==> src/akd_pkg.sv <==
// Shared constants and types for the analog ladder keypad decoder.
`default_nettype none

package akd_pkg;

    // Ladder geometry
    localparam int ADC_RANGE = 1024;
    localparam int KEY_COUNT = 14;

    // Field and state widths
    localparam int SAMPLE_W = 10;
    localparam int LVL_W    = 4;
    localparam int CNT_W    = 3;
    localparam int TGT_W    = 3;
    localparam int STAT_W   = 2;
    localparam int CFG_W    = 10;
    localparam int CFG_IDX_W = 1;

    // Quantizer: (s + ADC_RANGE/28) / (ADC_RANGE/14) by reciprocal multiply.
    // With 24 fraction bits and a rounded-up reciprocal, the quotient is exact
    // for every biased sample below 2^11 and every divisor below 2^13.
    localparam int Q_BIAS  = ADC_RANGE / 28;
    localparam int Q_DIV   = ADC_RANGE / 14;
    localparam int Q_SHIFT = 24;
    localparam int Q_MULT  = ((1 << Q_SHIFT) + Q_DIV - 1) / Q_DIV;
    localparam int X_W     = SAMPLE_W + 1;
    localparam int PROD_W  = 32;

    // Special levels
    localparam logic [LVL_W-1:0] LVL_THREE = 4'd3;
    localparam logic [LVL_W-1:0] LVL_FIX   = 4'd5;
    localparam logic [LVL_W-1:0] LVL_MAX   = 4'd15;
    localparam logic [LVL_W-1:0] LVL_KEYS  = LVL_W'(KEY_COUNT);

    // Match counter ceiling
    localparam logic [CNT_W-1:0] CNT_MAX = '1;

    // Register indexes
    localparam logic [CFG_IDX_W-1:0] REG_MATCH_TARGET  = 1'd0;
    localparam logic [CFG_IDX_W-1:0] REG_FIX_THRESHOLD = 1'd1;

    // Register reset values
    localparam logic [TGT_W-1:0]    MATCH_TARGET_RST  = 3'd5;
    localparam logic [SAMPLE_W-1:0] FIX_THRESHOLD_RST = 10'd232;

    // Reported press status codes
    localparam logic [STAT_W-1:0] PS_NONE  = 2'd0;
    localparam logic [STAT_W-1:0] PS_TOUCH = 2'd1;
    localparam logic [STAT_W-1:0] PS_PRESS = 2'd2;

    // Touch/press machine
    typedef enum logic [2:0] {
        ST_NONE  = 3'b001,
        ST_TOUCH = 3'b010,
        ST_PRESS = 3'b100
    } t_touch;

endpackage

`default_nettype wire

==> src/analog_ladder_keypad_decoder_unit.sv <==
// Top level of the analog ladder keypad decoder.
//
// Input channel: i_valid / o_stall with i_adc_sample, one raw conversion of
// the ladder per transfer. Output channel: o_valid / i_stall with
// o_key_valid, o_key_index and o_press_status, one transfer per debounced
// decision; samples that take no decision produce nothing.
// Configuration: i_cfg_we writes i_cfg_data into register i_cfg_idx
// (0 match target, 1 fix threshold) at the clock edge; write only while idle.
// Pipeline: a sample is captured in the input register and its decision in
// the result register. Throughput: one sample per cycle while o_stall is low;
// the level, debounce and touch machine step sit combinationally between the
// input register and the result register.
// Reset (synchronous, i_rst_n low): both registers return to 5 and 232,
// candidate level, match count and touch state clear, both stages empty.
// Receiver stall: the result register holds. Samples that take no decision
// still flow; the next sample that would decide waits in the input register
// and o_stall rises until the result register frees.
`default_nettype none

module analog_ladder_keypad_decoder_unit
    import akd_pkg::*;
(
    input  wire logic                 i_clk,
    input  wire logic                 i_rst_n,
    // configuration
    input  wire logic                 i_cfg_we,
    input  wire logic [CFG_IDX_W-1:0] i_cfg_idx,
    input  wire logic [CFG_W-1:0]     i_cfg_data,
    // sample channel
    input  wire logic                 i_valid,
    output logic                      o_stall,
    input  wire logic [SAMPLE_W-1:0]  i_adc_sample,
    // result channel
    output logic                      o_valid,
    input  wire logic                 i_stall,
    output logic                      o_key_valid,
    output logic      [LVL_W-1:0]     o_key_index,
    output logic      [STAT_W-1:0]    o_press_status
);

    // Configuration registers
    logic [TGT_W-1:0]    r_match_target;
    logic [SAMPLE_W-1:0] r_fix_threshold;

    // Input stage
    logic                r_s1_valid;
    logic [SAMPLE_W-1:0] r_s1_sample;

    // Debounce and machine state
    logic [LVL_W-1:0] r_cand;
    logic [CNT_W-1:0] r_cnt;
    t_touch           r_state;

    // Result stage
    logic              r_out_valid;
    logic              r_out_key_valid;
    logic [LVL_W-1:0]  r_out_key_index;
    logic [STAT_W-1:0] r_out_status;

    // Next values
    logic [LVL_W-1:0]  n_cand;
    logic [CNT_W-1:0]  n_cnt;
    t_touch            n_state;
    logic              n_key_valid;
    logic [LVL_W-1:0]  n_key_index;
    logic [STAT_W-1:0] n_status;

    logic [LVL_W-1:0] w_level;
    logic             w_decide;
    logic             w_out_free;
    logic             w_s1_fire;

    // Configuration writes
    always_ff @(posedge i_clk) begin
        if (!i_rst_n) begin
            r_match_target  <= MATCH_TARGET_RST;
            r_fix_threshold <= FIX_THRESHOLD_RST;
        end else if (i_cfg_we) begin
            case (i_cfg_idx)
                REG_MATCH_TARGET:  r_match_target  <= i_cfg_data[TGT_W-1:0];
                REG_FIX_THRESHOLD: r_fix_threshold <= i_cfg_data[SAMPLE_W-1:0];
                default: ;
            endcase
        end
    end

    akd_quantizer u_quant (
        .i_sample        (r_s1_sample),
        .i_fix_threshold (r_fix_threshold),
        .o_level         (w_level)
    );

    // Debounce the level and step the touch machine on a decision
    always_comb begin
        if (w_level == r_cand) begin
            n_cand = r_cand;
            n_cnt  = (r_cnt == CNT_MAX) ? CNT_MAX : r_cnt + 1'b1;
        end else begin
            n_cand = w_level;
            n_cnt  = '0;
        end
        w_decide = (n_cnt >= r_match_target);

        n_key_valid = 1'b0;
        n_key_index = '0;
        case (r_state)
            ST_TOUCH: begin
                n_state = (n_cand < LVL_KEYS) ? ST_PRESS : ST_NONE;
            end
            ST_PRESS: begin
                if (n_cand < LVL_KEYS) begin
                    n_state     = ST_PRESS;
                    n_key_valid = 1'b1;
                    n_key_index = n_cand;
                end else begin
                    n_state = ST_NONE;
                end
            end
            default: begin
                n_state = ST_TOUCH;
            end
        endcase

        case (n_state)
            ST_TOUCH: n_status = PS_TOUCH;
            ST_PRESS: n_status = PS_PRESS;
            default:  n_status = PS_NONE;
        endcase
    end

    // Advance the input stage unless its decision has nowhere to go
    assign w_out_free = !r_out_valid || !i_stall;
    assign w_s1_fire  = r_s1_valid && (!w_decide || w_out_free);
    assign o_stall    = r_s1_valid && !w_s1_fire;

    // Input register
    always_ff @(posedge i_clk) begin
        if (!i_rst_n) begin
            r_s1_valid <= 1'b0;
        end else if (!o_stall) begin
            r_s1_valid <= i_valid;
        end
    end

    always_ff @(posedge i_clk) begin
        if (!o_stall && i_valid) begin
            r_s1_sample <= i_adc_sample;
        end
    end

    // Debounce state and machine
    always_ff @(posedge i_clk) begin
        if (!i_rst_n) begin
            r_cand  <= '0;
            r_cnt   <= '0;
            r_state <= ST_NONE;
        end else if (w_s1_fire) begin
            if (w_decide) begin
                r_cand  <= '0;
                r_cnt   <= '0;
                r_state <= n_state;
            end else begin
                r_cand <= n_cand;
                r_cnt  <= n_cnt;
            end
        end
    end

    // Result register: load a decision, drop after transfer
    always_ff @(posedge i_clk) begin
        if (!i_rst_n) begin
            r_out_valid <= 1'b0;
        end else if (w_s1_fire && w_decide) begin
            r_out_valid <= 1'b1;
        end else if (!i_stall) begin
            r_out_valid <= 1'b0;
        end
    end

    always_ff @(posedge i_clk) begin
        if (w_s1_fire && w_decide) begin
            r_out_key_valid <= n_key_valid;
            r_out_key_index <= n_key_index;
            r_out_status    <= n_status;
        end
    end

    assign o_valid        = r_out_valid;
    assign o_key_valid    = r_out_key_valid;
    assign o_key_index    = r_out_key_index;
    assign o_press_status = r_out_status;

    // A reported key only comes with the press status
    a_key_in_press : assert property (@(posedge i_clk) disable iff (!i_rst_n)
        (o_valid && o_key_valid) |-> (o_press_status == PS_PRESS))
        else $error("key reported outside press");

    // Without a key the index reads zero
    a_idle_index : assert property (@(posedge i_clk) disable iff (!i_rst_n)
        (o_valid && !o_key_valid) |-> (o_key_index == '0))
        else $error("key index set without a key");

    // A reported key is one of the ladder keys
    a_key_range : assert property (@(posedge i_clk) disable iff (!i_rst_n)
        (o_valid && o_key_valid) |-> (o_key_index < LVL_KEYS))
        else $error("key index out of range");

    // A new result comes only from a sample held in the input stage
    a_result_source : assert property (@(posedge i_clk) disable iff (!i_rst_n)
        $rose(o_valid) |-> $past(r_s1_valid))
        else $error("result without a sample");

endmodule

`default_nettype wire

==> src/akd_quantizer.sv <==
// Quantizer that maps one ladder sample to a key level.
`default_nettype none

module akd_quantizer
    import akd_pkg::*;
(
    input  wire logic [SAMPLE_W-1:0] i_sample,
    input  wire logic [SAMPLE_W-1:0] i_fix_threshold,
    output logic      [LVL_W-1:0]    o_level
);

    localparam logic [PROD_W-1:0] MULT_V = PROD_W'(Q_MULT);
    localparam logic [X_W-1:0]    BIAS_V = X_W'(Q_BIAS);

    logic [X_W-1:0]            w_x;
    logic [PROD_W-1:0]         w_product;
    logic [PROD_W-Q_SHIFT-1:0] w_quot;

    // Bias the sample and divide by the step width
    assign w_x       = {1'b0, i_sample} + BIAS_V;
    assign w_product = PROD_W'(w_x) * MULT_V;
    assign w_quot    = w_product[PROD_W-1:Q_SHIFT];

    // Correct level three for bad resistors, saturate at fifteen
    always_comb begin
        if (w_quot > (PROD_W-Q_SHIFT)'(LVL_MAX)) begin
            o_level = LVL_MAX;
        end else if (w_quot[LVL_W-1:0] == LVL_THREE) begin
            o_level = (i_sample < i_fix_threshold) ? LVL_THREE : LVL_FIX;
        end else begin
            o_level = w_quot[LVL_W-1:0];
        end
    end

endmodule

`default_nettype wire

==> config.mk <==
export PLATFORM = sky130hd
export DESIGN_NAME = analog_ladder_keypad_decoder_unit
export DESIGN_NICKNAME = d
export VERILOG_FILES = /design/src/akd_pkg.sv /design/src/analog_ladder_keypad_decoder_unit.sv /design/src/akd_quantizer.sv
export SDC_FILE = /design/constraint.sdc
export NUM_CORES = 1
export LEC_CHECK = 0
export ABC_AREA = 1
export BUFFER_PORTS_ARGS = -buffer_cell sky130_fd_sc_hd__buf_2
export CORE_MARGIN = 3
export CORE_UTILIZATION = 40
export CTS_BUF_LIST = sky130_fd_sc_hd__clkbuf_4
export DETAILED_ROUTE_END_ITERATION = 8
export GPL_TIMING_DRIVEN = 0
export HOLD_SLACK_MARGIN = 0.03
export PLACE_DENSITY = 0.6
export SYNTH_ARGS = -nofsm -noshare
export SYNTH_HDL_FRONTEND = slang
export SYNTH_SLANG_ARGS = --single-unit
==> constraint.sdc <==
create_clock -name i_clk -period 10.47 [get_ports i_clk]
set_input_delay 0.5235 -clock i_clk [delete_from_list [all_inputs] [get_ports i_clk]]
set_output_delay 0.5235 -clock i_clk [all_outputs]
set_load 0.05 [all_outputs]
# After elaboration in Yosys (flattened, before gate mapping)
# Index checks and enable logic that the tools add are counted.
# classes
n_eq_ne,8
muxes,14
n_lt_le_gt_ge,4
mul,1
addsub,2
n_reduce_logical,16
bitwise_logic,1
# ops
cell,count
11-bit by 18-bit multiplier with 29-bit output (second input constant),1
3-bit two-way mux,6
4-bit two-way mux,4
10-bit by 6-bit adder with 11-bit output (second input constant),1
10-bit less-than comparator,1
3-bit == test (second input constant),3
2-bit AND reduction,4
3-bit by 2-bit == test with 1-bit output (second input constant),2
5-bit by 4-bit greater-than comparator with 1-bit output (second input constant),1
1-bit logical NOT,5
4-bit by 2-bit == test with 1-bit output (second input constant),1
4-bit == test,1
1-bit logical AND,4
4-bit less-than comparator (second input constant),1
2-bit case mux with 2 select lines,1
3-bit by 1-bit adder with 3-bit output (second input constant),1
3-bit >= comparator,1
1-bit two-way mux,3
1-bit logical OR,2
2-bit by 1-bit inequality test with 1-bit output (second input constant),1
2-bit OR reduction,1
1-bit NOT,1
# totals
out_inout_bits,9
in_bits,26
reg_bits,42

# Logic depth before layout (Yosys ltp)
# Gate-level depths: netlist of run 1.
# depth
depth_word,15
ltp_mapped,43

# By module
# Synthesis of run 1 repeated with hierarchy kept, for this count alone.
# hier_totals
hier_cells,593
area_unflattened_um2,4375.4
# modules_own_cells
module,cells_each,seq_area_each_um2,instances,area_each_um2
akd_quantizer,404,0.0,1,2685.1
analog_ladder_keypad_decoder_unit,189,1011.0,1,1690.4

# Worst setup path before layout of run 1
# Ideal clock, no wire load.
# synth_path
path_type,register to register
from,register r_s1_sample[2]
to,register r_s1_sample[0] (enable)
arrival_time_ns,6.837
synth_period_minus_slack_ns,7.121
t_required_ns,10.187
setup_ns,0.283
stages_incl_launch_ff,39
path_slack_ns,3.349
path_cell_list,edfxtp_1 ha_1 nand2_2 nand2_2 nand3_1 xor2_1 inv_1 fa_1 ha_1 fa_1 inv_1 fa_1 inv_1 fa_1 ha_1 a21o_1 a21oi_1 nand2_1 (+3 left out) nand2_2 inv_1 nand3_1 nand2_1 inv_1 nand2_1 nor2_4 nand2_1 a21oi_1 ha_1 nand2_1 o211a_1 inv_1 nand2_1 nor2_1 inv_1 nand2_1 inv_1
# synth_between
elab_chain_len,15
elab_cells_between_ends,18
cone_classes,1 x add/sub; 1 x mul; 3 x order compare; 2 x eq/ne; 4 x mux; 7 x reduce/logical
# synth_lines
item,line,text
from (decl),analog_ladder_keypad_decoder_unit.sv:47,logic [SAMPLE_W-1:0] r_s1_sample;
from (signal assigned),analog_ladder_keypad_decoder_unit.sv:147,r_s1_sample <= i_adc_sample;
"parallel branches: the longest is 4 deep, another holds 11-bit by 18-bit multiplier with 29-bit output",n/a,
4-bit two-way mux *,akd_quantizer.sv:26,if (w_quot > (PROD_W-Q_SHIFT)'(LVL_MAX)) begin
4-bit == test *,analog_ladder_keypad_decoder_unit.sv:95,if (w_level == r_cand) begin
3-bit two-way mux *,analog_ladder_keypad_decoder_unit.sv:95,
3-bit >= comparator *,analog_ladder_keypad_decoder_unit.sv:102,w_decide = (n_cnt >= r_match_target);
1-bit logical NOT *,analog_ladder_keypad_decoder_unit.sv:133,assign w_s1_fire = r_s1_valid && (!w_decide || w_out_free);
1-bit logical OR *,analog_ladder_keypad_decoder_unit.sv:133,
1-bit logical AND *,analog_ladder_keypad_decoder_unit.sv:133,
1-bit logical NOT *,analog_ladder_keypad_decoder_unit.sv:134,assign o_stall = r_s1_valid && !w_s1_fire;
1-bit logical AND *,analog_ladder_keypad_decoder_unit.sv:134,
named net o_stall,analog_ladder_keypad_decoder_unit.sv:31,"output logic o_stall,"
1-bit logical NOT *,analog_ladder_keypad_decoder_unit.sv:146,if (!o_stall && i_valid) begin
1-bit logical AND *,analog_ladder_keypad_decoder_unit.sv:146,
# Mark *: on every way through the listed nets, which the timed path passes.
# A chain may end at the register's enable or synchronous reset.

# Worst setup path in the final report of run 1
# layout_path
from,register r_s1_sample[2]
to,output o_stall
# layout_between
elab_chain_len,13
elab_cells_between_ends,16
cone_classes,1 x add/sub; 1 x mul; 3 x order compare; 2 x eq/ne; 4 x mux; 5 x reduce/logical
# layout_lines
item,line
"parallel branches: the longest is 4 deep, another holds 11-bit by 18-bit multiplier with 29-bit output",n/a
4-bit two-way mux *,akd_quantizer.sv:26
4-bit == test *,analog_ladder_keypad_decoder_unit.sv:95
3-bit two-way mux *,analog_ladder_keypad_decoder_unit.sv:95
3-bit >= comparator *,analog_ladder_keypad_decoder_unit.sv:102
1-bit logical NOT *,analog_ladder_keypad_decoder_unit.sv:133
1-bit logical OR *,analog_ladder_keypad_decoder_unit.sv:133
1-bit logical AND *,analog_ladder_keypad_decoder_unit.sv:133
1-bit logical NOT *,analog_ladder_keypad_decoder_unit.sv:134
1-bit logical AND *,analog_ladder_keypad_decoder_unit.sv:134
to (decl),analog_ladder_keypad_decoder_unit.sv:31
# Mark *: on every way between the ends.

==> qor.csv, run 1 <==
stage;metric;value;unit
synth;library cells used by synthesis;32;
sta;final worst hold slack;0.337;ns
setup_path;Setup crit end;o_stall;
detailed_routing;DR vias;3626;
cts;CTS tree;done;
synth;post-synthesis simple-gate area fraction;21.0;%
placement;Place WS;2.99;ns
global_routing;largest net degree at the start of global routing;14;
flow_run;max cap viols;0;
detailed_routing;First-pass DRT Iterations;5;
power;Max VDD drop;0.119;mV
floorplanning;cell row count;37;
synth;Compound-Gate Fraction of Synth Area;10.3;%
synth;post-synthesis mux area share;0;%
cells_and_area;share of cells above drive strength 1;8.57;%
detailed_routing;DRT iter0 DRCs;186;
sta;Worst Tran Pin Value;0.581;ns
synth;Yosys warning count;0;
global_routing;first-pass GRT wire length;16900;µm
cells_and_area;antenna cells;0;
synth;main combinational cell family by area after synthesis;adder cells;
global_routing;vias in the first global route;3732;
detailed_routing;Detail Route Antenna Nets;0;
cells_and_area;register area;1010;µm²
placement;DP Wirelength;8220;µm
cells_and_area;Non-Filler Instances;743;
placement;PortBufs;34;
setup_path;FF-to-FF Start;r_s1_sample[2];
sta;max_slew headroom;61.2;%
floorplanning;Starting Density;41.4;%
setup_path;Slowest cell on crit path;edfxtp_1;
sta;Tmin final;7.74;ns
synth;Post-Synth XOR/XNOR Area;2.24;%
synth;FF+latch count, synth;42;
sta;fmax;0.129;GHz
setup_path;Critical Path RT;9.95;ns
sta;crit share post-route;73.9;%
cts;clk root buf;clkbuf_4;
cells_and_area;multi-input combinational cell area;2810;µm²
setup_path;Worst EP arrival;7.22;ns
synth;Synth Net Count;689;
cts;Sink Count;42;
synth;Adder-Cell Fraction of Synth Area;31.9;%
placement;DP Cell Count;735;
synth;sequential-to-total area share from yosys stat;23.6;%
detailed_routing;Residual DRC;0;
detailed_routing;DR WL/cell;12.8;µm
sta;clock skew;0.0138;ns
cts;hold_buf cts;0;
power;PD cells;260;nW/µm²
synth;Mapped Avg Cell Area;7.60;µm²
cts;Longest Clk Path Bufs;2;
cts;CTS Buf Count;5;
setup_path;reg-to-reg setup timing slack;2.96;ns
floorplanning;die width;110;µm
sta;final setup fails;0;
synth;Post-Synthesis Cells;565;
detailed_routing;post-DR vias/cell;4.88;
detailed_routing;total wire length;9490;µm
setup_path;crit path launch type;flop;
setup_path;slowest stage delay, CP;0.53;ns
floorplanning;total die area;12000;µm²
floorplanning;IO Pins;35;
sta;Final WS setup;2.73;ns
setup_path;CP endpoint kind;output pin;
cells_and_area;fill count;1086;
synth;Mapped Area;4290;µm²
cts;cts repair resizes;0;
global_routing;initial antenna violation count;0;
setup_path;worst reg-to-reg path cell count;39;
global_routing;GRT overflow;0;
placement;routability cong.;0.949;
sta;Sum Neg Setup Slack;0;ns
cells_and_area;nets@finish;730;
setup_path;maximum fanout along the worst path;7;
sta;Max Slew Vio Count;0;
min_path;Hold/Removal Path Class;input port to flop;
global_routing;overall global routing resource usage;17.9;%
cts;Post CTS Setup Buffer Count;0;
cts;Worst-Skew Late Latency;0.36;ns
power;P_leak;2.58;nW
outcome;status;complete, no violations;
sta;setup repair after global routing missed its margin;no;
cells_and_area;P&R area growth vs syn;9.77;%
setup_path;Worst setup startpoint;r_s1_sample[2];
setup_path;critical path's most frequent cell;nand2_1;
floorplanning;Die Y;110;µm
setup_path;FF-to-FF End;r_state[1];
cts;clock transition at the registers of the reported paths;0.12;ns
cells_and_area;most frequent cells in the layout;inv_1, nand2_1, ha_1;
sta;Hold Violations, Final;0;
floorplanning;CORE AREA;10400;µm²
cts;H-Tree Depth;2;
setup_path;WS Path Type;flop to output pin;
-- layout make-up --
cell class,count,share of cell area [%]
tap,136,3.61
sequential,42,21.5
clock inverter,2,0.717
timing repair buffer,34,3.61
multi-input combinational,398,59.7
inverter,123,9.80
buffer,2,0.159
clock buffer,6,0.956
-- registers in the layout, indices dropped and copies added (netlist names) --
| signal | flops |
|---|---|
| o_key_index | 4 |
| o_key_valid | 1 |
| o_press_status | 2 |
| o_valid | 1 |
| r_cand | 4 |
| r_cnt | 3 |
| r_fix_threshold | 10 |
| r_match_target | 3 |
| r_s1_sample | 10 |
| r_s1_valid | 1 |
| r_state | 3 |
-- how the worst min path moves through the flow --
stage / startpoint / endpoint / slack [ns] / cells after the start
3_3_place_gp: r_fix_threshold[1] / r_fix_threshold[1] / 0.45 / 2
6_report: i_adc_sample[2] / r_s1_sample[2] / 0.34 / 1
4_1_cts: i_adc_sample[2] / r_s1_sample[2] / 0.31 / 1
2_1_floorplan: r_fix_threshold[1] / r_fix_threshold[1] / 0.43 / 2
3_5_place_dp: r_fix_threshold[1] / r_fix_threshold[1] / 0.46 / 2
5_1_grt: i_adc_sample[7] / r_s1_sample[7] / 0.31 / 1
-- critical path: cells and delay by family, from the launching register on --
kind | cells | cell delay (ns)
adder cells (fa/ha/maj) | 8 | 2.98
AND/OR/NAND/NOR | 17 | 1.81
AO/OA/AOI/OAI | 5 | 0.90
buffers and inverters | 5 | 0.64
flip-flops | 1 | 0.53
-- cells in the mapped netlist --
cell type	instances	area, µm²
nor2_2	2	12.5
o211ai_1	7	52.6
nand3_2	1	10.0
clkbuf_1	2	7.51
o21ai_0	17	85.1
nand3b_1	3	22.5
nor3b_1	1	7.51
fa_1	19	380
a21boi_0	1	7.51
xor2_1	6	52.6
a21oi_1	45	225
nand2_1	121	454
a21oi_2	1	8.76
nand4_1	13	81.3
nor2_4	1	11.3
nand3_1	22	110
o21bai_1	1	7.51
ha_1	79	988
nand2_2	6	37.5
a21o_1	2	15.0
xnor2_1	5	43.8
dfxtp_1	25	500
nor4_1	1	6.26
o31a_1	1	8.76
o211a_1	1	10.0
o21a_1	1	7.51
nor3_1	3	15.0
o31ai_1	2	15.0
nor2_1	36	135
edfxtp_1	17	510
clkinv_1	2	7.51
inv_1	121	454
-- report_power, final --
part	internal [mW]	total [mW]	leakage, nW	switching [mW]
registers	0.186	0.198	0.377	0.0117
logic	0.320	0.922	2.16	0.602
clock network	0.0523	0.105	0.0433	0.0525
total	0.558	1.22	2.58	0.667
-- layer usage --
metal / share of wire, % / vias up / GRT usage [%]
met3: 3.4 / 14 / 1.59
met4: 2.0 / 0 / 6.32
met2: 48 / 73 / 30.7
met1: 47 / 1636 / 23.4
li1: - / 1903 / -
met5: 0 / - / 0
-- metrics by stage --
stage,total power [mW],util [%],cell area [µm²]
after floorplan,0.893,-,4290
after global placement,1.12,44.7,4630
after detailed placement,1.12,44.7,4630
after CTS,1.23,45.4,4710
after global routing,1.39,45.4,4710
final,1.22,45.4,4710
-- kinds of logic (layout without fill, tap and decap cells) --
family	Yosys count	after routing
AO/OA/AOI/OAI	79	79
AND/OR/NAND/NOR	210	210
buffers and inverters	125	167
adder cells (fa/ha/maj)	98	98
XOR/XNOR	11	11
flip-flops	42	42
No activity file was read; power rests on OpenSTA's default activity.
==> inputs of run 2 (changes only) <==
- PLACE_DENSITY: 0.6 -> 0.62
- clock period: 10.47 -> 6.7 ns (I/O delays scaled with it)
==> run 2 against run 1 <==
Effect of this change:
- the flow now finishes with violations (setup timing)
- clock skew increased by 0.0010 ns
- global-route usage down 0.49 points
- die area did not move
- power increased by 82%
- cell area rose by 8.8%
- cell count is 2.8% higher
- combinational power is 94% higher
- sequential share of layout area down 1.7 points
- sequential power grew 56%
- non-clock buffer count increased by 21
- clock power up 27%
- via count up 3.8%
- critical path type unchanged
==> qor.csv, run 2 (synthesized netlist as in run 1, its figures left out) <==
stage;metric;value;unit
outcome;status;complete, but fails checks;
outcome;failing checks;setup timing;
cts;Worst-Skew Late Latency;0.36;ns
setup_path;WS Path Type;flop to output pin;
detailed_routing;Residual DRC;0;
cells_and_area;antenna cells;0;
global_routing;initial antenna violation count;0;
floorplanning;IO Pins;35;
global_routing;GRT busiest layer;met2;
cts;CTS tree;done;
cells_and_area;most common cell after layout, fill and taps aside;inv_1;
setup_path;Critical Path RT;6.36;ns
global_routing;overall global routing resource usage;17.4;%
sta;final setup fails;13;
setup_path;slowest stage delay, CP;0.51;ns
detailed_routing;DRT iter0 DRCs;133;
sta;fmax;0.145;GHz
sta;Tmin final;6.88;ns
power;Pwr Total;2.23;mW
floorplanning;Die Y;110;µm
sta;Final WS setup;-0.182;ns
sta;setup repair after global routing missed its margin;yes;
power;P_leak;2.71;nW
cells_and_area;Top Registers;r_fix_threshold (10), r_s1_sample (10);
sta;Max Slew Vio Count;0;
cts;H-Tree Depth;2;
floorplanning;total die area;12000;µm²
sta;max_slew headroom;67.5;%
floorplanning;CORE AREA;10400;µm²
setup_path;crit path launch type;flop;
global_routing;first-pass GRT wire length;16700;µm
flow_run;max cap viols;0;
min_path;Hold/Removal Path Class;input port to flop;
placement;DP Wirelength;7850;µm
placement;DP Area;4640;µm²
cts;Longest Clk Path Bufs;2;
sta;clock skew;0.0148;ns
cells_and_area;most frequent cells in the layout;inv_1, nand2_1, ha_1;
setup_path;critical path's most frequent cell;nand2_2;
detailed_routing;DR WL/cell;12.9;µm
detailed_routing;total wire length;9850;µm
sta;crit share post-route;103;%
floorplanning;cell row count;37;
detailed_routing;DR vias;3763;
global_routing;vias in the first global route;3768;
floorplanning;die width;110;µm
detailed_routing;post-DR vias/cell;4.93;
cells_and_area;P&R area growth vs syn;19.5;%
placement;PortBufs;34;
sta;Hold Violations, Final;0;
cts;hold_buf cts;0;
setup_path;Slowest cell on crit path;edfxtp_1;
setup_path;CP endpoint kind;output pin;
cells_and_area;share of cells above drive strength 1;19.3;%
global_routing;M3 GR Usage;2.11;%
detailed_routing;First-pass DRT Iterations;4;
cts;Sink Count;42;
global_routing;met2 Use GR;29.9;%
sta;Worst Tran Pin Value;0.486;ns
global_routing;GRT overflow;0;
cells_and_area;fin util;49.4;%
cts;clk root buf;clkbuf_4;
placement;routability cong.;0.966;
global_routing;largest net degree at the start of global routing;14;
setup_path;maximum fanout along the worst path;5;
cells_and_area;nets@finish;751;
power;PD cells;435;nW/µm²
cts;clock transition at the registers of the reported paths;0.11;ns
cts;CTS Buf Count;5;
setup_path;Worst EP arrival;6.55;ns
detailed_routing;Detail Route Antenna Nets;0;
power;Max VDD drop;0.277;mV
cells_and_area;Finished Cell Area;5130;µm²
placement;Place WS;-0.698;ns
global_routing;grt met1 use;22.0;%
floorplanning;Starting Density;41.4;%
[run 2: cell types whose count changed in the layout (fill, tap and decap cells not counted), sizes merged]
| cell | previous run | this run |
|---|---|---|
| buf | 34 | 55 |
| bufinv | 1 | 0 |
| clkbuf | 8 | 9 |
| clkinv | 3 | 2 |
| inv | 121 | 122 |
[run 2: path summary, 6_finish.rpt]
kind                      start            endpoint  slack (ns)  cells past startpoint
max              r_s1_sample[4]             o_stall       -0.18                     38
min             i_adc_sample[4]      r_s1_sample[4]        0.15                      1
min reg2reg  r_fix_threshold[8]  r_fix_threshold[8]        0.47                      2
max reg2reg      r_s1_sample[4]            r_cnt[2]       -0.07                     35
[run 2: layout make-up]
type                    instances  area (µm²)
plain buffers                   2        7.51
clock buffers                   7        52.6
clock inverters                 1        6.26
fillers                      1017        5240
inverters                     123         469
multi-input cells             398        3060
flip-flops and latches         42        1010
well taps                     136         170
repair buffers                 55         354
[run 2: what timing repair did]
item                       CTS  global route
pin swaps                   23            19
buffers inserted            14             7
hold endpoints to repair     0             0
gates resized for setup     39            21
setup endpoints to repair   30            30
[run 2: power by group]
part | internal, mW | total [mW] | switching, mW
logic | 0.690 | 1.79 | 1.10
clock network | 0.0500 | 0.133 | 0.0834
registers | 0.290 | 0.309 | 0.0189
total | 1.03 | 2.23 | 1.20
[run 2: critical path: cells and delay by family, from the launching register on]
family | cells | cell delay (ns)
AOI/OAI and AO/OA | 2 | 0.25
DFF | 1 | 0.51
adders and majority gates | 7 | 2.73
buffers and inverters | 7 | 0.67
and+or+nand+nor | 21 | 1.87
xor gates and xnor gates | 1 | 0.18
[run 2: per-layer routing]
metal  vias up  part of all wire (%)
li1       1950                     -
met2        83                    48
met4         0                   2.9
met1      1704                    46
met5         -                     0
met3        26                   3.7
[run 2: stage by stage]
| step | hold WS (ns) | instances | TNS [ns] |
|---|---|---|---|
| floorplan | 0.434 | 565 | 0 |
| global placement | 0.451 | 735 | -12.94 |
| detailed placement | 0.455 | 735 | -16.58 |
| CTS | 0.125 | 757 | -0.271 |
| global route | 0.122 | 764 | -11.10 |
| finish | 0.149 | 764 | -0.418 |
